### src/sv/png_chunk_deframer_unit_macros.svh
// Assertion macros shared by the PNG chunk deframer RTL.
// No dependencies; expects clk and arst_n to exist in the including module.
`ifndef PNG_CHUNK_DEFRAMER_UNIT_MACROS_SVH
`define PNG_CHUNK_DEFRAMER_UNIT_MACROS_SVH

// Same-cycle implication, disabled during reset.
`define PCD_ASSERT_IMPLIES(label, ante, cons, msg) \
	label: assert property (@(posedge clk) disable iff (!arst_n) (ante) |-> (cons)) \
		else $error(msg);

// Next-cycle implication, disabled during reset.
`define PCD_ASSERT_NEXT(label, ante, cons, msg) \
	label: assert property (@(posedge clk) disable iff (!arst_n) (ante) |=> (cons)) \
		else $error(msg);

// Condition that must never be seen.
`define PCD_ASSERT_NEVER(label, cond, msg) \
	`PCD_ASSERT_IMPLIES(label, 1'b1, !(cond), msg)

`endif

### src/sv/pcd_pkg.sv
// Shared types and constants of the PNG chunk deframer.
// No dependencies; used by every RTL module of the block.
package pcd_pkg;

	// Result kinds
	localparam logic [1:0] KIND_DATA  = 2'd0;
	localparam logic [1:0] KIND_DONE  = 2'd1;
	localparam logic [1:0] KIND_ERROR = 2'd2;

	// Error codes
	localparam logic [1:0] ERR_SIGNATURE = 2'd0;
	localparam logic [1:0] ERR_NO_HEADER = 2'd1;
	localparam logic [1:0] ERR_COLOR     = 2'd2;
	localparam logic [1:0] ERR_TRUNCATED = 2'd3;

	// Chunk type codes, big-endian ASCII
	localparam logic [31:0] TYPE_IHDR = 32'h4948_4452;
	localparam logic [31:0] TYPE_IDAT = 32'h4944_4154;
	localparam logic [31:0] TYPE_IEND = 32'h4945_4E44;

	// Last captured header payload index
	localparam logic [31:0] HDR_LAST_INDEX = 32'd12;

	// Configuration register
	localparam logic       CFG_REQ_COLOR_IDX  = 1'b0;
	localparam logic [7:0] REQ_COLOR_RESET    = 8'd6;

	// Result queue sizing
	localparam int QUEUE_DEPTH = 4;
	localparam int QPTR_W      = $clog2(QUEUE_DEPTH);
	localparam int QCNT_W      = $clog2(QUEUE_DEPTH + 1);

	// One queue entry: the results caused by one input item
	typedef struct packed {
		logic            has_data;
		logic            has_end;
		logic [7:0]      payload;
		logic [1:0]      end_kind;
		logic [1:0]      end_err;
		logic [31:0]     width;
		logic [31:0]     height;
		logic [4:0][7:0] hdr;    // bit depth, color, compression, filter, interlace
	} pcd_entry_t;

	// Queue status toward front and back
	typedef struct packed {
		logic full;
		logic empty;
	} pcd_qstat_t;

	// PNG file signature byte by position
	function automatic logic [7:0] sig_byte(input logic [2:0] idx);
		logic [7:0] b;
		case (idx)
			3'd0: b = 8'd137;
			3'd1: b = 8'd80;
			3'd2: b = 8'd78;
			3'd3: b = 8'd71;
			3'd4: b = 8'd13;
			3'd5: b = 8'd10;
			3'd6: b = 8'd26;
			default: b = 8'd10;
		endcase
		return b;
	endfunction

endpackage

### src/sv/pcd_front.sv
// Front end of the PNG chunk deframer: byte parser and result classifier.
// Depends on pcd_pkg and png_chunk_deframer_unit_macros.svh.
`include "png_chunk_deframer_unit_macros.svh"

module pcd_front (
	input  logic               clk,
	input  logic               arst_n,
	input  logic               in_valid,
	output logic               in_ready,
	input  logic [7:0]         in_byte,
	input  logic               in_first,
	input  logic               in_final,
	input  logic [7:0]         req_color,
	input  pcd_pkg::pcd_qstat_t qstat,
	output logic               push,
	output pcd_pkg::pcd_entry_t push_entry
);

	typedef enum logic [4:0] {
		PH_SIG     = 5'b00001,
		PH_LEN     = 5'b00010,
		PH_TYPE    = 5'b00100,
		PH_PAYLOAD = 5'b01000,
		PH_CRC     = 5'b10000
	} pcd_phase_t;

	pcd_phase_t      phase_q, cur_phase, nxt_phase;
	logic [31:0]     cnt_q, cur_cnt, nxt_cnt, cnt_inc;
	logic [31:0]     len_q, cur_len, nxt_len;
	logic [31:0]     type_q, cur_type, nxt_type;
	logic            sig_ok_q, cur_sig_ok, nxt_sig_ok;
	logic [31:0]     width_q, cur_width, nxt_width;
	logic [31:0]     height_q, cur_height, nxt_height;
	logic [4:0][7:0] hdr_q, cur_hdr, nxt_hdr;
	logic            seen_q, cur_seen, nxt_seen;
	logic            fin_q, cur_fin, nxt_fin;
	logic            accept;
	logic            has_data, has_end;
	logic [1:0]      end_kind, end_err;
	logic [3:0]      hdr_off;
	logic [2:0]      hdr_idx;

	assign in_ready = !qstat.full;
	assign accept   = in_valid && in_ready;

	// Start-of-file marker restarts from the reset view of the state
	always_comb begin
		cur_phase  = in_first ? PH_SIG : phase_q;
		cur_cnt    = in_first ? 32'd0 : cnt_q;
		cur_len    = in_first ? 32'd0 : len_q;
		cur_type   = in_first ? 32'd0 : type_q;
		cur_sig_ok = in_first ? 1'b1 : sig_ok_q;
		cur_width  = in_first ? 32'd0 : width_q;
		cur_height = in_first ? 32'd0 : height_q;
		cur_hdr    = in_first ? '0 : hdr_q;
		cur_seen   = in_first ? 1'b0 : seen_q;
		cur_fin    = in_first ? 1'b0 : fin_q;
	end

	assign cnt_inc = cur_cnt + 32'd1;
	assign hdr_off = cur_cnt[3:0] - 4'd8;
	assign hdr_idx = hdr_off[2:0];

	// Per-byte parser step
	always_comb begin
		nxt_phase  = cur_phase;
		nxt_cnt    = cur_cnt;
		nxt_len    = cur_len;
		nxt_type   = cur_type;
		nxt_sig_ok = cur_sig_ok;
		nxt_width  = cur_width;
		nxt_height = cur_height;
		nxt_hdr    = cur_hdr;
		nxt_seen   = cur_seen;
		nxt_fin    = cur_fin;
		has_data   = 1'b0;
		has_end    = 1'b0;
		end_kind   = pcd_pkg::KIND_ERROR;
		end_err    = pcd_pkg::ERR_SIGNATURE;
		if (!cur_fin) begin
			case (cur_phase)
				PH_SIG: begin
					if (in_byte != pcd_pkg::sig_byte(cur_cnt[2:0]))
						nxt_sig_ok = 1'b0;
					if (cur_cnt[2:0] == 3'd7) begin
						nxt_cnt = 32'd0;
						if (!nxt_sig_ok) begin
							has_end  = 1'b1;
							end_kind = pcd_pkg::KIND_ERROR;
							end_err  = pcd_pkg::ERR_SIGNATURE;
							nxt_fin  = 1'b1;
						end else begin
							nxt_phase = PH_LEN;
						end
					end else begin
						nxt_cnt = cnt_inc;
					end
				end
				PH_LEN: begin
					nxt_len = {cur_len[23:0], in_byte};
					if (cur_cnt[1:0] == 2'd3) begin
						nxt_cnt   = 32'd0;
						nxt_phase = PH_TYPE;
					end else begin
						nxt_cnt = cnt_inc;
					end
				end
				PH_TYPE: begin
					nxt_type = {cur_type[23:0], in_byte};
					if (cur_cnt[1:0] == 2'd3) begin
						nxt_cnt = 32'd0;
						if (nxt_type == pcd_pkg::TYPE_IHDR)
							nxt_seen = 1'b0;
						if (nxt_type == pcd_pkg::TYPE_IEND || cur_len == 32'd0) begin
							// end of parse: judge header and color type
							has_end = 1'b1;
							nxt_fin = 1'b1;
							if (!nxt_seen) begin
								end_kind = pcd_pkg::KIND_ERROR;
								end_err  = pcd_pkg::ERR_NO_HEADER;
							end else if (nxt_hdr[1] != req_color) begin
								end_kind = pcd_pkg::KIND_ERROR;
								end_err  = pcd_pkg::ERR_COLOR;
							end else begin
								end_kind = pcd_pkg::KIND_DONE;
								end_err  = pcd_pkg::ERR_SIGNATURE;
							end
						end else begin
							nxt_phase = PH_PAYLOAD;
						end
					end else begin
						nxt_cnt = cnt_inc;
					end
				end
				PH_PAYLOAD: begin
					if (cur_type == pcd_pkg::TYPE_IDAT)
						has_data = 1'b1;
					// header capture, bytes past the last index ignored
					if (cur_type == pcd_pkg::TYPE_IHDR && cur_cnt <= pcd_pkg::HDR_LAST_INDEX) begin
						if (cur_cnt < 32'd4)
							nxt_width = {cur_width[23:0], in_byte};
						else if (cur_cnt < 32'd8)
							nxt_height = {cur_height[23:0], in_byte};
						else
							nxt_hdr[hdr_idx] = in_byte;
						if (cur_cnt == pcd_pkg::HDR_LAST_INDEX)
							nxt_seen = 1'b1;
					end
					if (cnt_inc == cur_len) begin
						nxt_cnt   = 32'd0;
						nxt_phase = PH_CRC;
					end else begin
						nxt_cnt = cnt_inc;
					end
				end
				PH_CRC: begin
					if (cur_cnt[1:0] == 2'd3) begin
						nxt_cnt   = 32'd0;
						nxt_len   = 32'd0;
						nxt_type  = 32'd0;
						nxt_phase = PH_LEN;
					end else begin
						nxt_cnt = cnt_inc;
					end
				end
				default: begin
					nxt_phase = cur_phase;
				end
			endcase
		end
		// input ran out before the parse concluded
		if (in_final && !nxt_fin) begin
			has_end  = 1'b1;
			end_kind = pcd_pkg::KIND_ERROR;
			end_err  = pcd_pkg::ERR_TRUNCATED;
			nxt_fin  = 1'b1;
		end
	end

	// Queue entry built from the post-step header state
	assign push                = accept && (has_data || has_end);
	assign push_entry.has_data = has_data;
	assign push_entry.has_end  = has_end;
	assign push_entry.payload  = in_byte;
	assign push_entry.end_kind = end_kind;
	assign push_entry.end_err  = end_err;
	assign push_entry.width    = nxt_width;
	assign push_entry.height   = nxt_height;
	assign push_entry.hdr      = nxt_hdr;

	// Parser state
	always_ff @(posedge clk or negedge arst_n) begin
		if (!arst_n) begin
			phase_q  <= PH_SIG;
			cnt_q    <= 32'd0;
			len_q    <= 32'd0;
			type_q   <= 32'd0;
			sig_ok_q <= 1'b1;
			width_q  <= 32'd0;
			height_q <= 32'd0;
			hdr_q    <= '0;
			seen_q   <= 1'b0;
			fin_q    <= 1'b0;
		end else if (accept) begin
			phase_q  <= nxt_phase;
			cnt_q    <= nxt_cnt;
			len_q    <= nxt_len;
			type_q   <= nxt_type;
			sig_ok_q <= nxt_sig_ok;
			width_q  <= nxt_width;
			height_q <= nxt_height;
			hdr_q    <= nxt_hdr;
			seen_q   <= nxt_seen;
			fin_q    <= nxt_fin;
		end
	end

	`PCD_ASSERT_IMPLIES(a_quiet_after_end, accept && fin_q && !in_first, !push, "result after parse end")
	`PCD_ASSERT_NEXT(a_end_sets_fin, push && push_entry.has_end, fin_q, "end result left parse open")
	`PCD_ASSERT_IMPLIES(a_sig_count, phase_q == PH_SIG, cnt_q < 32'd8, "signature count overrun")

endmodule

### src/sv/pcd_queue.sv
// Short result queue between parser front end and output back end.
// Depends on pcd_pkg and png_chunk_deframer_unit_macros.svh.
`include "png_chunk_deframer_unit_macros.svh"

module pcd_queue (
	input  logic                clk,
	input  logic                arst_n,
	input  logic                push,
	input  pcd_pkg::pcd_entry_t push_entry,
	input  logic                pop,
	output pcd_pkg::pcd_entry_t head,
	output pcd_pkg::pcd_qstat_t qstat
);

	pcd_pkg::pcd_entry_t           mem_q [pcd_pkg::QUEUE_DEPTH];
	logic [pcd_pkg::QPTR_W-1:0]    wr_ptr_q, rd_ptr_q;
	logic [pcd_pkg::QCNT_W-1:0]    count_q;

	assign head        = mem_q[rd_ptr_q];
	assign qstat.full  = (count_q == pcd_pkg::QCNT_W'(pcd_pkg::QUEUE_DEPTH));
	assign qstat.empty = (count_q == '0);

	// Entry storage
	always_ff @(posedge clk) begin
		if (push)
			mem_q[wr_ptr_q] <= push_entry;
	end

	// Pointers and fill count
	always_ff @(posedge clk or negedge arst_n) begin
		if (!arst_n) begin
			wr_ptr_q <= '0;
			rd_ptr_q <= '0;
			count_q  <= '0;
		end else begin
			if (push)
				wr_ptr_q <= (wr_ptr_q == pcd_pkg::QPTR_W'(pcd_pkg::QUEUE_DEPTH - 1)) ?
					'0 : wr_ptr_q + 1'b1;
			if (pop)
				rd_ptr_q <= (rd_ptr_q == pcd_pkg::QPTR_W'(pcd_pkg::QUEUE_DEPTH - 1)) ?
					'0 : rd_ptr_q + 1'b1;
			if (push && !pop)
				count_q <= count_q + 1'b1;
			else if (pop && !push)
				count_q <= count_q - 1'b1;
		end
	end

	`PCD_ASSERT_NEVER(a_push_full, push && qstat.full && !pop, "push into full queue")
	`PCD_ASSERT_NEVER(a_pop_empty, pop && qstat.empty, "pop from empty queue")
	`PCD_ASSERT_IMPLIES(a_count_range, 1'b1,
		count_q <= pcd_pkg::QCNT_W'(pcd_pkg::QUEUE_DEPTH), "queue count overrun")

endmodule

### src/sv/pcd_back.sv
// Back end of the PNG chunk deframer: expands queue entries into result items.
// Depends on pcd_pkg.
module pcd_back (
	input  logic                clk,
	input  logic                arst_n,
	input  pcd_pkg::pcd_qstat_t qstat,
	input  pcd_pkg::pcd_entry_t head,
	output logic                pop,
	output logic                out_valid,
	input  logic                out_ready,
	output logic [1:0]          out_kind,
	output logic [7:0]          out_payload,
	output logic [1:0]          out_err,
	output logic                out_last,
	output logic [31:0]         out_width,
	output logic [31:0]         out_height,
	output logic [4:0][7:0]     out_hdr
);

	pcd_pkg::pcd_entry_t hold_q;
	logic                data_left_q, end_left_q;
	logic                fire, last_sub, slot_free;

	assign out_valid = data_left_q || end_left_q;
	assign fire      = out_valid && out_ready;
	assign last_sub  = fire && (!data_left_q || !end_left_q);
	assign slot_free = !out_valid || last_sub;
	assign pop       = slot_free && !qstat.empty;

	// Held entry
	always_ff @(posedge clk) begin
		if (pop)
			hold_q <= head;
	end

	// Pending results of the held entry: data item first, then end item
	always_ff @(posedge clk or negedge arst_n) begin
		if (!arst_n) begin
			data_left_q <= 1'b0;
			end_left_q  <= 1'b0;
		end else if (pop) begin
			data_left_q <= head.has_data;
			end_left_q  <= head.has_end;
		end else if (fire) begin
			if (data_left_q)
				data_left_q <= 1'b0;
			else
				end_left_q <= 1'b0;
		end
	end

	// Result fields
	assign out_kind    = data_left_q ? pcd_pkg::KIND_DATA : hold_q.end_kind;
	assign out_payload = data_left_q ? hold_q.payload : 8'd0;
	assign out_err     = data_left_q ? pcd_pkg::ERR_SIGNATURE : hold_q.end_err;
	assign out_last    = !data_left_q;
	assign out_width   = hold_q.width;
	assign out_height  = hold_q.height;
	assign out_hdr     = hold_q.hdr;

endmodule

### src/sv/png_chunk_deframer_unit.sv
// PNG chunk deframer. Takes one file byte per cycle and keeps doing so as
// long as the result queue (four entries) has room. The results of an
// accepted byte pass from the parser front end into the queue and then
// into the output holding register. A byte that causes two results (the
// final data byte of a truncated file followed by its error) occupies the
// output for both results in turn; the queue absorbs that. The 8-byte
// signature, chunk length, type and CRC bytes give no results; each IDAT
// payload byte gives one data result, and the end of a file gives one
// summary or error result with tlast set. Header fields ride on every result.
// Depends on pcd_pkg, pcd_front, pcd_queue and pcd_back.
module png_chunk_deframer_unit (
	input  logic          clk,
	input  logic          arst_n,
	// input stream
	input  logic          s_axis_tvalid,
	output logic          s_axis_tready,
	input  logic [7:0]    s_axis_tdata,   // [7:0] data_byte
	input  logic [0:0]    s_axis_tuser,   // [0] first_byte
	input  logic          s_axis_tlast,   // final_byte
	// result stream
	output logic          m_axis_tvalid,
	input  logic          m_axis_tready,
	output logic [119:0]  m_axis_tdata,   // [7:0] payload_byte, [39:8] image_width,
	                                      // [71:40] image_height, [79:72] bit_depth,
	                                      // [87:80] color_kind, [95:88] compression_method,
	                                      // [103:96] filter_method, [111:104] interlace_method,
	                                      // [113:112] error_code, [119:114] zero
	output logic [1:0]    m_axis_tuser,   // [1:0] kind
	output logic          m_axis_tlast,   // last
	// configuration port
	input  logic          psel,
	input  logic          penable,
	input  logic          pwrite,
	input  logic [2:0]    paddr,
	input  logic [31:0]   pwdata,
	output logic [31:0]   prdata,
	output logic          pready
);

	logic                req_color_q;
	logic [7:0]          req_color;
	logic                cfg_wr;
	logic                push, pop;
	pcd_pkg::pcd_entry_t push_entry, head;
	pcd_pkg::pcd_qstat_t qstat;
	logic [7:0]          out_payload;
	logic [1:0]          out_err;
	logic [31:0]         out_width, out_height;
	logic [4:0][7:0]     out_hdr;
	logic [7:0]          req_color_r;

	// Configuration register
	assign pready = 1'b1;
	assign cfg_wr = psel && penable && pwrite && pready && (paddr[2] == pcd_pkg::CFG_REQ_COLOR_IDX);

	always_ff @(posedge clk or negedge arst_n) begin
		if (!arst_n) begin
			req_color_r <= pcd_pkg::REQ_COLOR_RESET;
			req_color_q <= 1'b0;
		end else begin
			if (cfg_wr)
				req_color_r <= pwdata[7:0];
			req_color_q <= cfg_wr;
		end
	end

	assign req_color = req_color_r;
	assign prdata = (paddr[2] == pcd_pkg::CFG_REQ_COLOR_IDX || req_color_q) &&
		(paddr[2] == pcd_pkg::CFG_REQ_COLOR_IDX) ? {24'd0, req_color_r} : 32'd0;

	pcd_front u_front (
		.clk        (clk),
		.arst_n     (arst_n),
		.in_valid   (s_axis_tvalid),
		.in_ready   (s_axis_tready),
		.in_byte    (s_axis_tdata),
		.in_first   (s_axis_tuser[0]),
		.in_final   (s_axis_tlast),
		.req_color  (req_color),
		.qstat      (qstat),
		.push       (push),
		.push_entry (push_entry)
	);

	pcd_queue u_queue (
		.clk        (clk),
		.arst_n     (arst_n),
		.push       (push),
		.push_entry (push_entry),
		.pop        (pop),
		.head       (head),
		.qstat      (qstat)
	);

	pcd_back u_back (
		.clk         (clk),
		.arst_n      (arst_n),
		.qstat       (qstat),
		.head        (head),
		.pop         (pop),
		.out_valid   (m_axis_tvalid),
		.out_ready   (m_axis_tready),
		.out_kind    (m_axis_tuser),
		.out_payload (out_payload),
		.out_err     (out_err),
		.out_last    (m_axis_tlast),
		.out_width   (out_width),
		.out_height  (out_height),
		.out_hdr     (out_hdr)
	);

	// Result packing
	assign m_axis_tdata = {6'd0, out_err, out_hdr[4], out_hdr[3], out_hdr[2], out_hdr[1],
		out_hdr[0], out_height, out_width, out_payload};

endmodule
### config.mk
export PLATFORM = sky130hd
export DESIGN_NAME = png_chunk_deframer_unit
export DESIGN_NICKNAME = d
export VERILOG_FILES = /design/src/sv/pcd_pkg.sv /design/src/sv/pcd_front.sv /design/src/sv/pcd_queue.sv /design/src/sv/pcd_back.sv /design/src/sv/png_chunk_deframer_unit.sv
export VERILOG_INCLUDE_DIRS = /design/src /design/src/sv
export SDC_FILE = /design/constraint.sdc
export NUM_CORES = 1
export LEC_CHECK = 0
export BUFFER_PORTS_ARGS = -buffer_cell sky130_fd_sc_hd__buf_4
export CAP_MARGIN = 15
export CELL_PAD_IN_SITES_DETAIL_PLACEMENT = 1
export CELL_PAD_IN_SITES_GLOBAL_PLACEMENT = 1
export CORE_MARGIN = 2
export CORE_UTILIZATION = 31
export DETAILED_ROUTE_END_ITERATION = 8
export GPL_ROUTABILITY_DRIVEN = 0
export PLACE_DENSITY = 0.58
export SYNTH_ARGS = -nofsm -noshare
export SYNTH_HDL_FRONTEND = slang
export SYNTH_HIERARCHICAL = 1
export SYNTH_SLANG_ARGS = --single-unit
export TNS_END_PERCENT = 10
### constraint.sdc
create_clock -name clk -period 19.37 [get_ports clk]
set_input_delay 0 -clock clk [delete_from_list [all_inputs] [get_ports clk]]
set_output_delay 0 -clock clk [all_outputs]
set_load 0.01 [all_outputs]
Yosys cells after proc, flatten, opt, wreduce, memory -nomap -nowiden. Memory sizes are Yosys's and may differ from the RTL's. Index checks and enable logic that the tools add are counted.

Add/sub/neg operators: 6. Multipliers: 0. Divide/modulo/power cells: 0. $lt $le $gt $ge: 5. Equality and inequality tests: 24. Shifts and indexed selects: 0. Mux-type cells: 105. Bitwise gates (word level): 1. Reduce and logical (&&, ||, !) cells: 35.

Operators by type and width (number): $mux W32 (22); $mux W40 (6); $eq A32 B31 Y1 const B (4); $pmux W32 S2 (2); $pmux W32 S3 (1); $pmux W8 S6 (1); $mux W5 (9); $bwmux W40 (1); $mux W8 (5); $mux W2 (18); $mux W1 (34); $add A32 B1 Y32 const B (1); $eq A32 B32 Y1 (1); $eq A32 B4 Y1 const B (1); $le A32 B4 Y1 const B (1); $logic_not A32 Y1 (1); $lt A32 B3 Y1 const B (1); $lt A32 B4 Y1 const B (1); $pmux W5 S5 (1); $demux W8 S3 (1); $ne A8 B8 Y1 (2); $logic_and A1 B1 Y1 (14); $eq A3 B3 Y1 const B (4); $logic_not A1 Y1 (8); 22 further kinds (36).

Register bits: 342. Bits in latches: 0. Bits in writable memories: 472. Bits in read-only memories: 0. Input bits: 52. Output and inout port bits: 158. Word-level logic and storage cells: 208. Memories kept: 1.

Memory list: u_queue.mem_q (words 4, width 118, rd ports 1, clocked after memory_dff 0, write ports 1, RTL line pcd_queue.sv:15) `pcd_pkg::pcd_entry_t mem_q [pcd_pkg::QUEUE_DEPTH];`.

Logic depth before layout (Yosys ltp). Gate-level depths: netlist of run 1.

Depth after elaboration: 22. Mapped depth: 23. Gate-level depth less buffers: 21.

By module. The synthesis of run 1 kept the hierarchy.

By module, submodules not included: pcd_queue (times used 1, cells each 653, area each 17436.7 um^2, seq. area each 14348.8 um^2); pcd_front (times used 1, cells each 1668, area each 13240.2 um^2, seq. area each 5207.5 um^2); pcd_back (times used 1, cells each 247, area each 4480.5 um^2, seq. area each 3533.4 um^2); png_chunk_deframer_unit (times used 1, cells each 58, area each 626.9 um^2, seq. area each 202.7 um^2).

Least setup slack after synthesis of run 1. OpenSTA, ideal clock, no wires.

Kind: reg2reg. From: reg u_back.data_left_q. To: reg u_queue/count_q[1] (netlist bit). Arrival: 7.021 ns. Setup slack: 12.224 ns. Cell stages (with the launch flop): 8. Buffers on the path: 0. Period minus slack after synthesis: 7.146 ns. Cell sequence: dfrtp_1 maj3_2 nor2_1 inv_1 ha_1 inv_1 fa_1 mux2_2.

Cells in the longest elaborated chain, start to end: 8.

RTL lines: start: declaration (RTL line pcd_back.sv:21) `logic data_left_q, end_left_q;`; start signal: assignment (RTL line pcd_back.sv:42) `data_left_q <= head.has_data;`; $logic_or A1 B1 Y1 or $logic_not A1 Y1 (tied branches) (RTL line pcd_back.sv:24, pcd_back.sv:26); $logic_and A1 B1 Y1 or $logic_or A1 B1 Y1 (tied branches) (RTL line pcd_back.sv:25, pcd_back.sv:26); $logic_and A1 B1 Y1 (RTL line pcd_back.sv:26) `assign last_sub = fire && (!data_left_q || !end_left_q);`; $logic_or A1 B1 Y1 (*) (RTL line pcd_back.sv:27) `assign slot_free = !out_valid || last_sub;`; $logic_and A1 B1 Y1 (*) (RTL line pcd_back.sv:28) `assign pop = slot_free && !qstat.empty;`; named net pop (RTL line png_chunk_deframer_unit.sv:43) `logic push, pop;`; $logic_not A1 Y1 (RTL line pcd_queue.sv:42) `if (push && !pop)`; $logic_and A1 B1 Y1 (RTL line pcd_queue.sv:42); $mux W3 or $reduce_bool A2 Y1 (tied branches); end signal: assignment (RTL line pcd_queue.sv:43) `count_q <= count_q + 1'b1;`; end signal: assignment (RTL line pcd_queue.sv:45) `count_q <= count_q - 1'b1;`; end: declaration (RTL line pcd_queue.sv:17) `logic [pcd_pkg::QCNT_W-1:0] count_q;`.

The timed path passes the listed nets; every way through them passes the cells marked *. A chain may end at the register's enable or synchronous reset.

==> flow_summary_export.csv, run 1 <==
group,metric,value,unit
status,status,"finished with violations",
status,violations,"hold timing",
synth,synth_fa_ha_area_share,0.577,%
worst_hold_path,hp-class,"input port to async pin",
setup_path,reg2regPathDepth,17,
floorplan,rows,124,
synth,synth_area_leaders,"edfxtp_1, dfrtp_1, mux4_2",
synth,yosys_warnings,6,
sta,worst_pin_slew,1.07,ns
synth,yosys.area.top_type_share,49.3,%
routing,post_drt_wl_per_cell,22.0,um
sta,finalSetupViolations,0,
synth,synth-seq-cells,813,
synth,synth-edff-count,588,
run,drv_cap,0,
floorplan,chipHeight,344,um
synth,ys_seq_area_share,65.1,%
global_route,grt_usage,15.7,%
synth,synth_most_common_cell,"edfxtp_1",
final_layout,drive_gt1_share,18.7,%
routing,antenna_left,0,
clock_network,clk_latency,0.65,ns
synth,synth.area.mux_share,8.03,%
routing,drc,0,
final_layout,fillCellCount,11800,
synth,synth_top_family_by_area,"simple AND/OR/NAND/NOR gates",
routing,vias_per_cell,5.15,
final_layout,regArea,0.0233,mm^2
final_layout,layout-area-overhead-vs-synth,13.6,%
clock_network,cts_setup_buffers,0,
sta,fmax,127,MHz
global_route,grt-ovfl-total,0,
setup_path,r2r_slack,12.64,ns
global_route,antenna_found_initial,5,
floorplan,core_area,0.114,mm^2
synth,synth_compound_area_share,9.43,%
synth,synth.avg_cell_area,13.6,um^2
sta,slew_headroom,28.1,%
routing,routed_wl,93100,um
final_layout,fin_util,35.5,%
synth,synth_top_area_cell,"edfxtp_1",
global_route,grt_pass1_wl,143000,um
sta,maxSlewViolCount,0,
routing,first_pass_iters,5,
setup_path,startpoint_type,"input port",
clock_network,clockBufferDepth,3,
setup_path,path_max_fanout,56,
clock_network,clock-sinks,813,
sta,finalHoldViolations,3,
power_and_ir_drop,p_leak,14.0,nW
synth,ys_async_sr_fraction,27.7,%
floorplan,die-area,0.118,mm^2
sta,fin_crit_sh,40.5,%
clock_network,numCtsBuffers,83,
routing,drtIter0Drc,1604,
sta,holdWs,-0.0256,ns
setup_path,r2r-end,"u_queue/mem_q[2][85]",
final_layout,diodes,0,
synth,synthFlopType,"edfxtp_1",
floorplan,io_pins,210,
floorplan,die_w,344,um
floorplan,initial_core_util,31.3,%
sta,rsz0062_at_grt,"false",
clock_network,h-tree-depth,3,
synth,synth_cells,2626,
synth,synthesis.area,0.0358,mm^2
clock_network,clk_pin_slew,0.06,ns
setup_path,crit_type,"input port to flop",
power_and_ir_drop,peakVddDrop,54.9,uV
routing,vias,21800,
setup_path,worst-endpoint-required,19.63,ns
placement,dpl.hpwl,57100,um
sta,period_minus_slack,7.85,ns
clock_network,cts.repair.resized,0,
synth,ys_top_cells_by_count,"edfxtp_1, nand2_1, dfrtp_1",
power_and_ir_drop,pwr_density_cell,128,mW/mm^2
placement,numPortBuffers,152,
final_layout,multiInputGateArea,0.0106,mm^2
global_route,grt_max_degree,136,
synth,ys_types,83,
clock_network,cts-root-buf,"clkbuf_16",
synth,synth_xor_area_share,1.25,%
setup_path,crit_path_end_kind,"flop",
setup_path,r2r-start,"u_front/cnt_q[0]",
sta,fin_worst_skew,0.0289,ns
sta,tns,0,ns
clock_network,cts_tree,"done",
global_route,grt_pass1_vias,23200,
final_layout,final_nets,2712,
setup_path,crit_arrival,8.11,ns
clock_network,holdBufCountCts,29,
synth,synth-simple-area-share,9.81,%
cell families (layout without fill, tap and decap cells):
logic type	after synthesis	in the layout
flops	813	813
buf+inv	368	429
compound gates	515	515
other cells	2	31
fa+ha+maj	16	16
mux	138	138
xor+xnor	51	51
simple gates	723	723
worst max-delay path by stage:
stage / end / cells past startpoint / startpoint
6_report: u_queue/mem_q[2][85] / 21 / s_axis_tuser
5_1_grt: u_queue/mem_q[3][84] / 20 / s_axis_tuser
4_1_cts: u_queue/mem_q[2][98] / 21 / s_axis_tuser
3_5_place_dp: u_queue/mem_q[2][82] / 20 / s_axis_tuser
3_3_place_gp: u_queue/mem_q[2][85] / 20 / s_axis_tuser
2_1_floorplan: u_queue/count_q[1] / 7 / u_back/data_left_q
per-stage QoR:
| step | total power [W] | instance area [um^2] | hold WS [ns] | cells | setup WS, ns |
|---|---|---|---|---|---|
| detailed placement | 0.00358 | 37400 | 0.0986 | 4041 | 11.41 |
| global route | 0.00544 | 40600 | 0.0597 | 4228 | 10.96 |
| finish | 0.00520 | 40600 | -0.0256 | 4228 | 11.52 |
| global placement | 0.00354 | 37400 | 0.0801 | 4040 | 11.60 |
| floorplan | 0.00323 | 35900 | -0.296 | 2655 | 12.22 |
| CTS | 0.00529 | 40600 | 0.0448 | 4226 | 11.47 |
where the power goes:
part / switching [W] / internal, W / leakage [nW]
sequential: 0.000165 / 0.00220 / 8.24
combinational: 0.000642 / 0.000506 / 4.36
clock: 0.000675 / 0.00101 / 1.42
total: 0.00148 / 0.00372 / 14.0
sequential cells by signal, summed over array words and instances (netlist names):
| name | count |
|---|---|
| u_queue/mem_q | 472 |
| u_back/out_hdr | 40 |
| u_front/hdr_q | 40 |
| u_back/out_height | 32 |
| u_back/out_width | 32 |
| u_front/cnt_q | 32 |
| u_front/height_q | 32 |
| u_front/len_q | 32 |
| u_front/type_q | 32 |
| u_front/width_q | 32 |
| u_back/hold_q | 12 |
| req_color | 8 |
| u_front/phase_q | 5 |
| u_queue/count_q | 3 |
| u_queue/rd_ptr_q | 2 |
| u_queue/wr_ptr_q | 2 |
| u_back/data_left_q | 1 |
| u_back/end_left_q | 1 |
| u_front/fin_q | 1 |
| u_front/seen_q | 1 |
| u_front/sig_ok_q | 1 |
routing by layer:
metal  GRT usage [%]  routed length, um  up-vias
li1                -                  -     9718
met1            20.8              41100    11400
met2            26.4              45300      489
met3            2.58               4050      156
met4            5.19               2560        6
met5               0                 44        -
layout by cell type (no fill, tap or decap), drive strengths merged, types with 38 or more instances in the layout:
master / count
a21boi: 48
a21oi: 96
a22o: 79
a22oi: 42
buf: 190
clkbuf: 113
dfrtp: 221
edfxtp: 588
inv: 56
mux4: 118
nand2: 361
nand3: 49
nor2: 90
nor4: 44
o21ai: 155
xnor2: 38
worst max-delay path, stage by stage:
cell and delay (ns):
dlygate4sd3_1 0.58, buf_6 0.24, inv_2 0.63, buf_4 0.74, nand2_1 0.32, inv_1 0.30, ha_1 0.61, ha_1 0.33
a21oi_1 0.10, xor2_1 0.19, a21oi_1 0.18, o32a_1 0.17, a2111oi_0 0.07, o21a_1 0.18, o32ai_1 0.42, o21a_1 0.26
nor2_1 0.10, nor2_1 0.49, and2_4 0.61, buf_4 0.72, buf_4 0.71
area by class of cell:
type,instances,area share (%)
sequential,813,57.3
clock inverter,43,1.28
tap,1512,4.66
timing repair buffer,219,4.33
clock buffer,113,5.84
inverter,54,0.499
multi-input combinational,1474,26.1
Power figures use the tool's default switching activity.
==> inputs of run 2 (changes only) <==
- clock period: 19.37 -> 8.15 ns (I/O delays scaled with it)
==> run 2 against run 1 <==
Net effect: the run still ends with hold timing left; critical path depth shrank 2; total power rose by 140%; global-route usage up 0.11 points; non-clock buffer count fell by 2; register-to-register slack worse by 10 ns; sequential share of layout area down 0.34 points; sequential cell count did not move; via count fell by 0.39%; clock skew decreased by 0.0074 ns; critical path type unchanged; highest routed layer unchanged.
==> flow_summary_export.csv, run 2 (synthesized netlist as in run 1, its figures left out) <==
group,metric,value,unit
clock_network,h-tree-depth,3,
placement,dpl.hpwl,57200,um
run,drv_cap,0,
routing,drtIter0Drc,1112,
final_layout,final_common_cell,"edfxtp_1",
status,violations,"hold timing",
routing,drc,0,
sta,tns,0,ns
sta,fmax,167,MHz
worst_hold_path,hp-class,"input port to async pin",
floorplan,io_pins,210,
clock_network,numCtsBuffers,87,
global_route,grt_pass1_wl,145000,um
global_route,grt_max_degree,140,
setup_path,path_max_fanout,59,
setup_path,critPathTopFamily,"buffers and inverters",
sta,worst_pin_slew,1.15,ns
routing,routed_wl,92800,um
setup_path,max_stage_delay,0.77,ns
setup_path,worst-endpoint-required,8.45,ns
routing,first_pass_iters,5,
sta,rsz0062_at_grt,"false",
clock_network,clk_latency,0.65,ns
sta,finalSetupViolations,0,
routing,post_drt_wl_per_cell,21.9,um
sta,fin_worst_skew,0.0215,ns
power_and_ir_drop,peakVddDrop,176,uV
clock_network,clk_pin_slew,0.06,ns
power_and_ir_drop,p_leak,14.1,nW
floorplan,rows,124,
global_route,grt-ovfl-total,0,
placement,numPortBuffers,152,
floorplan,die_w,344,um
sta,holdWs,-0.00680,ns
setup_path,critPathSlowestCell,"and2_4",
power_and_ir_drop,pwr_density_cell,308,mW/mm^2
global_route,grt_pass1_vias,23500,
sta,maxSlewViolCount,0,
final_layout,regMostFlops,"u_queue/mem_q",
setup_path,startpoint_type,"input port",
clock_network,cts_tree,"done",
clock_network,clock-sinks,813,
sta,finalHoldViolations,2,
setup_path,r2r-end,"u_queue/mem_q[1][90]",
routing,vias_per_cell,5.12,
floorplan,die-area,0.118,mm^2
clock_network,cts-root-buf,"clkbuf_16",
floorplan,initial_core_util,31.3,%
global_route,antenna_found_initial,1,
routing,antenna_left,0,
sta,slew_headroom,23.3,%
global_route,grt_usage,15.8,%
final_layout,largest_reg_flops,472,
setup_path,crit_arrival,6.27,ns
floorplan,chipHeight,344,um
sta,period_minus_slack,5.98,ns
setup_path,critical_path.cell_chain,"dlygate4sd3_1 -> buf_6 -> inv_2 -> nand2_1 -> inv_1 -> ha_1 -> ha_1 -> a211oi_1 -> nor2b_1 -> a21oi_1 -> o32a_1 -> a2111oi_0 -> o21a_1 -> o32ai_1 -> o21a_1 -> nor2_1 -> nor2_1 -> and2_4 -> buf_4",
final_layout,mostFrequentLayoutCells,"edfxtp_1, nand2_1, dfrtp_1",
final_layout,layout-area-overhead-vs-synth,14.2,%
setup_path,critPathBufInv,5,
status,status,"finished with violations",
sta,fin_crit_sh,73.3,%
clock_network,clockBufferDepth,3,
clock_network,cts_setup_buffers,0,
setup_path,crit_type,"input port to flop",
final_layout,final_nets,2714,
setup_path,r2r_slack,2.23,ns
setup_path,reg2regPathDepth,16,
floorplan,core_area,0.114,mm^2
setup_path,crit_path_end_kind,"flop",
routing,vias,21700,
setup_path,r2r-start,"u_front/cnt_q[0]",
power_and_ir_drop,finalPower,0.0126,W
final_layout,drive_gt1_share,18.8,%
-- run 2: cell types whose count changed in the layout (fill, tap and decap cells not counted), moves of 2 or more --
cell / previous run / this run
clkbuf_16: 86 / 88
clkinv_2: 15 / 12
clkinvlp_4: 2 / 8
inv_6: 2 / 5
buf_12: 1 / 5
clkbuf_8: 12 / 3
buf_16: 1 / 3
clkinv_1: 11 / 16
bufinv_16: 11 / 15
clkbuf_1: 15 / 12
buf_4: 185 / 178
-- run 2: where the power goes --
group | internal [W] | leakage, nW | switching [W]
clock | 0.00250 | 1.47 | 0.00168
sequential | 0.00523 | 8.24 | 0.000400
combinational | 0.00123 | 4.38 | 0.00155
-- run 2: metrics by stage --
step                      area (um^2)  setup WS [ns]  util (%)  instances  hold slack, ns
after CTS                       40800           2.20      35.7       4231          0.0203
after global routing            40900           1.64      35.7       4234          0.0418
after floorplan                 35900           1.00         -       2655          -0.296
after detailed placement        37500           2.10      32.8       4038          0.0602
final                           40900           2.17      35.8       4235        -0.00680
after global placement          37400           2.24      32.7       4037          0.0456
-- run 2: timing repair --
item / CTS / global route
hold buffers: 29 / 0
gates resized for setup: 0 / 0
hold endpoints to repair: 263 / 0
-- run 2: how the worst max path moves through the flow --
| stage | cells after the start | end | slack (ns) | start |
|---|---|---|---|---|
| 2_1_floorplan | 7 | u_queue/count_q[1] | 1.00 | u_back/data_left_q |
| 3_3_place_gp | 18 | u_queue/mem_q[1][90] | 2.24 | s_axis_tuser |
| 3_5_place_dp | 18 | u_queue/mem_q[1][89] | 2.10 | s_axis_tuser |
| 4_1_cts | 19 | u_queue/mem_q[1][92] | 2.20 | s_axis_tuser |
| 5_1_grt | 19 | u_queue/mem_q[1][90] | 1.64 | s_axis_tuser |
| 6_report | 19 | u_queue/mem_q[1][90] | 2.17 | s_axis_tuser |
-- run 2: layer usage --
layer / vias to the layer above / global-route usage [%] / wire (um)
met5: - / 0 / 7
met4: 2 / 4.14 / 1690
met3: 114 / 2.10 / 3460
met2: 385 / 26.9 / 45700
met1: 11500 / 21.3 / 41900
li1: 9722 / - / -
-- run 2: final cells by class --
type	count	area (um^2)
fillers	11900	73500
flip-flops and latches	813	23300
multi-input cells	1474	10600
clock buffers	103	2290
well taps	1512	1890
repair buffers	217	1840
clock inverters	61	762
inverters	54	203
diodes	1	2.50
==> inputs of run 3 (changes only) <==
- clock period: 8.15 -> 6.2 ns (I/O delays scaled with it)
==> run 3 against run 2 <==
Net effect: the flow now finishes without violations; count of clock-buffer cells in the layout rose by 2; via count rose by 1.0%; sequential share of layout area rose by 0.066 points; sequential power rose by 31%; final area fell by 0.12%; largest cell class unchanged; routed wire length rose by 1.1%; first-iteration DRC count rose by 42%; critical endpoint is now u_queue/count_q[2]; non-clock buffer count rose by 8.
==> flow_summary_export.csv, run 3 (synthesized netlist as in run 1, its figures left out) <==
group,metric,value,unit
setup_path,startpoint_type,"flop",
status,status,"finished clean",
floorplan,io_pins,210,
sta,period_minus_slack,5.10,ns
sta,fmax,196,MHz
clock_network,cts_setup_buffers,0,
placement,numPortBuffers,152,
routing,routed_wl,93900,um
floorplan,core_area,0.114,mm^2
global_route,grt_max_degree,113,
setup_path,critPathBufInv,2,
sta,maxSlewViolCount,0,
setup_path,reg2regPathDepth,20,
final_layout,regMostFlops,"u_queue/mem_q",
placement,dpl.hpwl,57300,um
run,drv_cap,0,
routing,vias_per_cell,5.17,
sta,worst_pin_slew,1.12,ns
final_layout,fin_util,35.7,%
setup_path,worst-endpoint-required,6.74,ns
sta,finalSetupViolations,0,
global_route,grt-ovfl-total,0,
setup_path,crit_path_end_kind,"flop",
clock_network,clock-sinks,813,
floorplan,rows,124,
power_and_ir_drop,p_leak,14.1,nW
sta,fin_ws,1.10,ns
setup_path,path_common_cell,"nor2_1",
setup_path,r2r_slack,1.10,ns
setup_path,r2r-end,"u_queue/count_q[2]",
setup_path,critPathSlowestCell,"dfrtp_1",
sta,fin_worst_skew,0.0346,ns
setup_path,path_max_fanout,10,
global_route,grt_pass1_vias,23300,
final_layout,final_nets,2722,
clock_network,cts-root-buf,"clkbuf_16",
sta,fin_crit_sh,82.2,%
clock_network,numCtsBuffers,87,
routing,first_pass_iters,5,
floorplan,die-area,0.118,mm^2
final_layout,layout-area-overhead-vs-synth,14.1,%
clock_network,clk_latency,0.65,ns
sta,finalHoldViolations,0,
sta,rsz0062_at_grt,"false",
floorplan,initial_core_util,31.3,%
global_route,grt_pass1_wl,145000,um
floorplan,chipHeight,344,um
setup_path,critPathTopFamily,"compound AO/OA/AOI/OAI gates",
clock_network,h-tree-depth,3,
final_layout,final_common_cell,"edfxtp_1",
routing,post_drt_wl_per_cell,22.1,um
sta,tns,0,ns
setup_path,max_stage_delay,0.58,ns
worst_hold_path,hp-class,"input port to flop",
power_and_ir_drop,peakVddDrop,330,uV
clock_network,cts_tree,"done",
setup_path,r2r-start,"u_front/cnt_q[0]",
setup_path,crit_type,"flop to flop",
global_route,grt_usage,15.9,%
setup_path,critical_path.cell_chain,"nand2_1 -> inv_1 -> ha_1 -> nor2_1 -> a22o_1 -> a311oi_1 -> nor3_1 -> a21oi_1 -> a2111oi_0 -> o21a_1 -> o32ai_1 -> o21a_1 -> nor2_1 -> nor2_1 -> ha_1 -> inv_1 -> fa_1 -> xor2_1 -> nor2_1 -> xor2_1",
routing,drc,0,
setup_path,crit_end,"u_queue/count_q[2]",
clock_network,clk_pin_slew,0.06,ns
routing,vias,21900,
setup_path,crit_cells,20,
final_layout,mostFrequentLayoutCells,"edfxtp_1, nand2_1, dfrtp_1",
routing,antenna_left,0,
placement,dp_slack,1.12,ns
setup_path,crit_arrival,5.63,ns
final_layout,drive_gt1_share,19.3,%
clock_network,clockBufferDepth,3,
setup_path,critPathLaunch,"u_front/cnt_q[0]",
sta,slew_headroom,24.5,%
floorplan,die_w,344,um
final_layout,largest_reg_flops,472,
global_route,antenna_found_initial,1,
routing,drtIter0Drc,1582,
power_and_ir_drop,pwr_density_cell,403,mW/mm^2
==> run 3: changes by cell type in the layout (fill, tap and decap cells not counted), sizes merged <==
| cell | before | now |
|---|---|---|
| dlygate4sd3 | 29 | 28 |
| diode | 1 | 2 |
| buf | 188 | 197 |
| clkinv | 33 | 28 |
| bufinv | 15 | 12 |
| clkbuf | 103 | 105 |
| clkinvlp | 8 | 11 |
==> run 3: where the power goes <==
| part | internal [W] | switching, W |
|---|---|---|
| Clock | 0.00318 | 0.00223 |
| Sequential | 0.00688 | 0.000484 |
| Combinational | 0.00161 | 0.00209 |
==> run 3: layer usage <==
layer / share of wire (%) / routed length [um] / vias up / GRT usage [%]
met3: 4.6 / 4290 / 123 / 2.18
met4: 2.0 / 1920 / 0 / 4.25
met1: 45 / 41900 / 11500 / 21.6
li1: - / - / 9757 / -
met5: 0 / 0 / - / 0
met2: 49 / 45700 / 526 / 26.6
==> run 3: tightest hold or removal path, cell delays in order <==
cell	delay [ns]
buf_4	0.09
nand2_2	0.31
nand2_1	0.17
o21ai_0	0.07
==> run 3: through the flow <==
step / instance area (um^2) / instances / total power (W) / hold WS, ns
finish: 40800 / 4241 / 0.0165 / 0.0486
floorplan: 35900 / 2655 / 0.0101 / -0.296
global placement: 37500 / 4047 / 0.0111 / 0.172
global route: 40800 / 4239 / 0.0172 / 0.0865
detailed placement: 37500 / 4048 / 0.0112 / 0.176
CTS: 40800 / 4237 / 0.0167 / 0.0115
==> run 3: final cells by class <==
| cell class | count | area, um^2 |
|---|---|---|
| multi-input combinational | 1474 | 10600 |
| fill | 11900 | 73500 |
| clock inverter | 56 | 678 |
| clock buffer | 105 | 2310 |
| sequential | 813 | 23300 |
| inverter | 54 | 203 |
| antenna | 2 | 5.00 |
| timing repair buffer | 225 | 1860 |
| tap | 1512 | 1890 |
==> run 3: worst min-delay path by stage <==
stage | slack, ns | cells past startpoint | startpoint | to
global route | 0.09 | 4 | s_axis_tvalid | u_front/type_q[18]
global placement | 0.17 | 1 | arst_n | u_front/height_q[24]
floorplan | -0.30 | 0 | arst_n | req_color[0]
detailed placement | 0.18 | 1 | arst_n | u_front/height_q[24]
finish | 0.05 | 4 | s_axis_tvalid | u_front/type_q[18]
CTS | 0.01 | 4 | s_axis_tvalid | u_front/type_q[18]
==> run 3: timing repair <==
item | in CTS | in global routing
hold buffers | 28 | 0
hold endpoints to repair | 289 | 0
resized for setup | 0 | 0
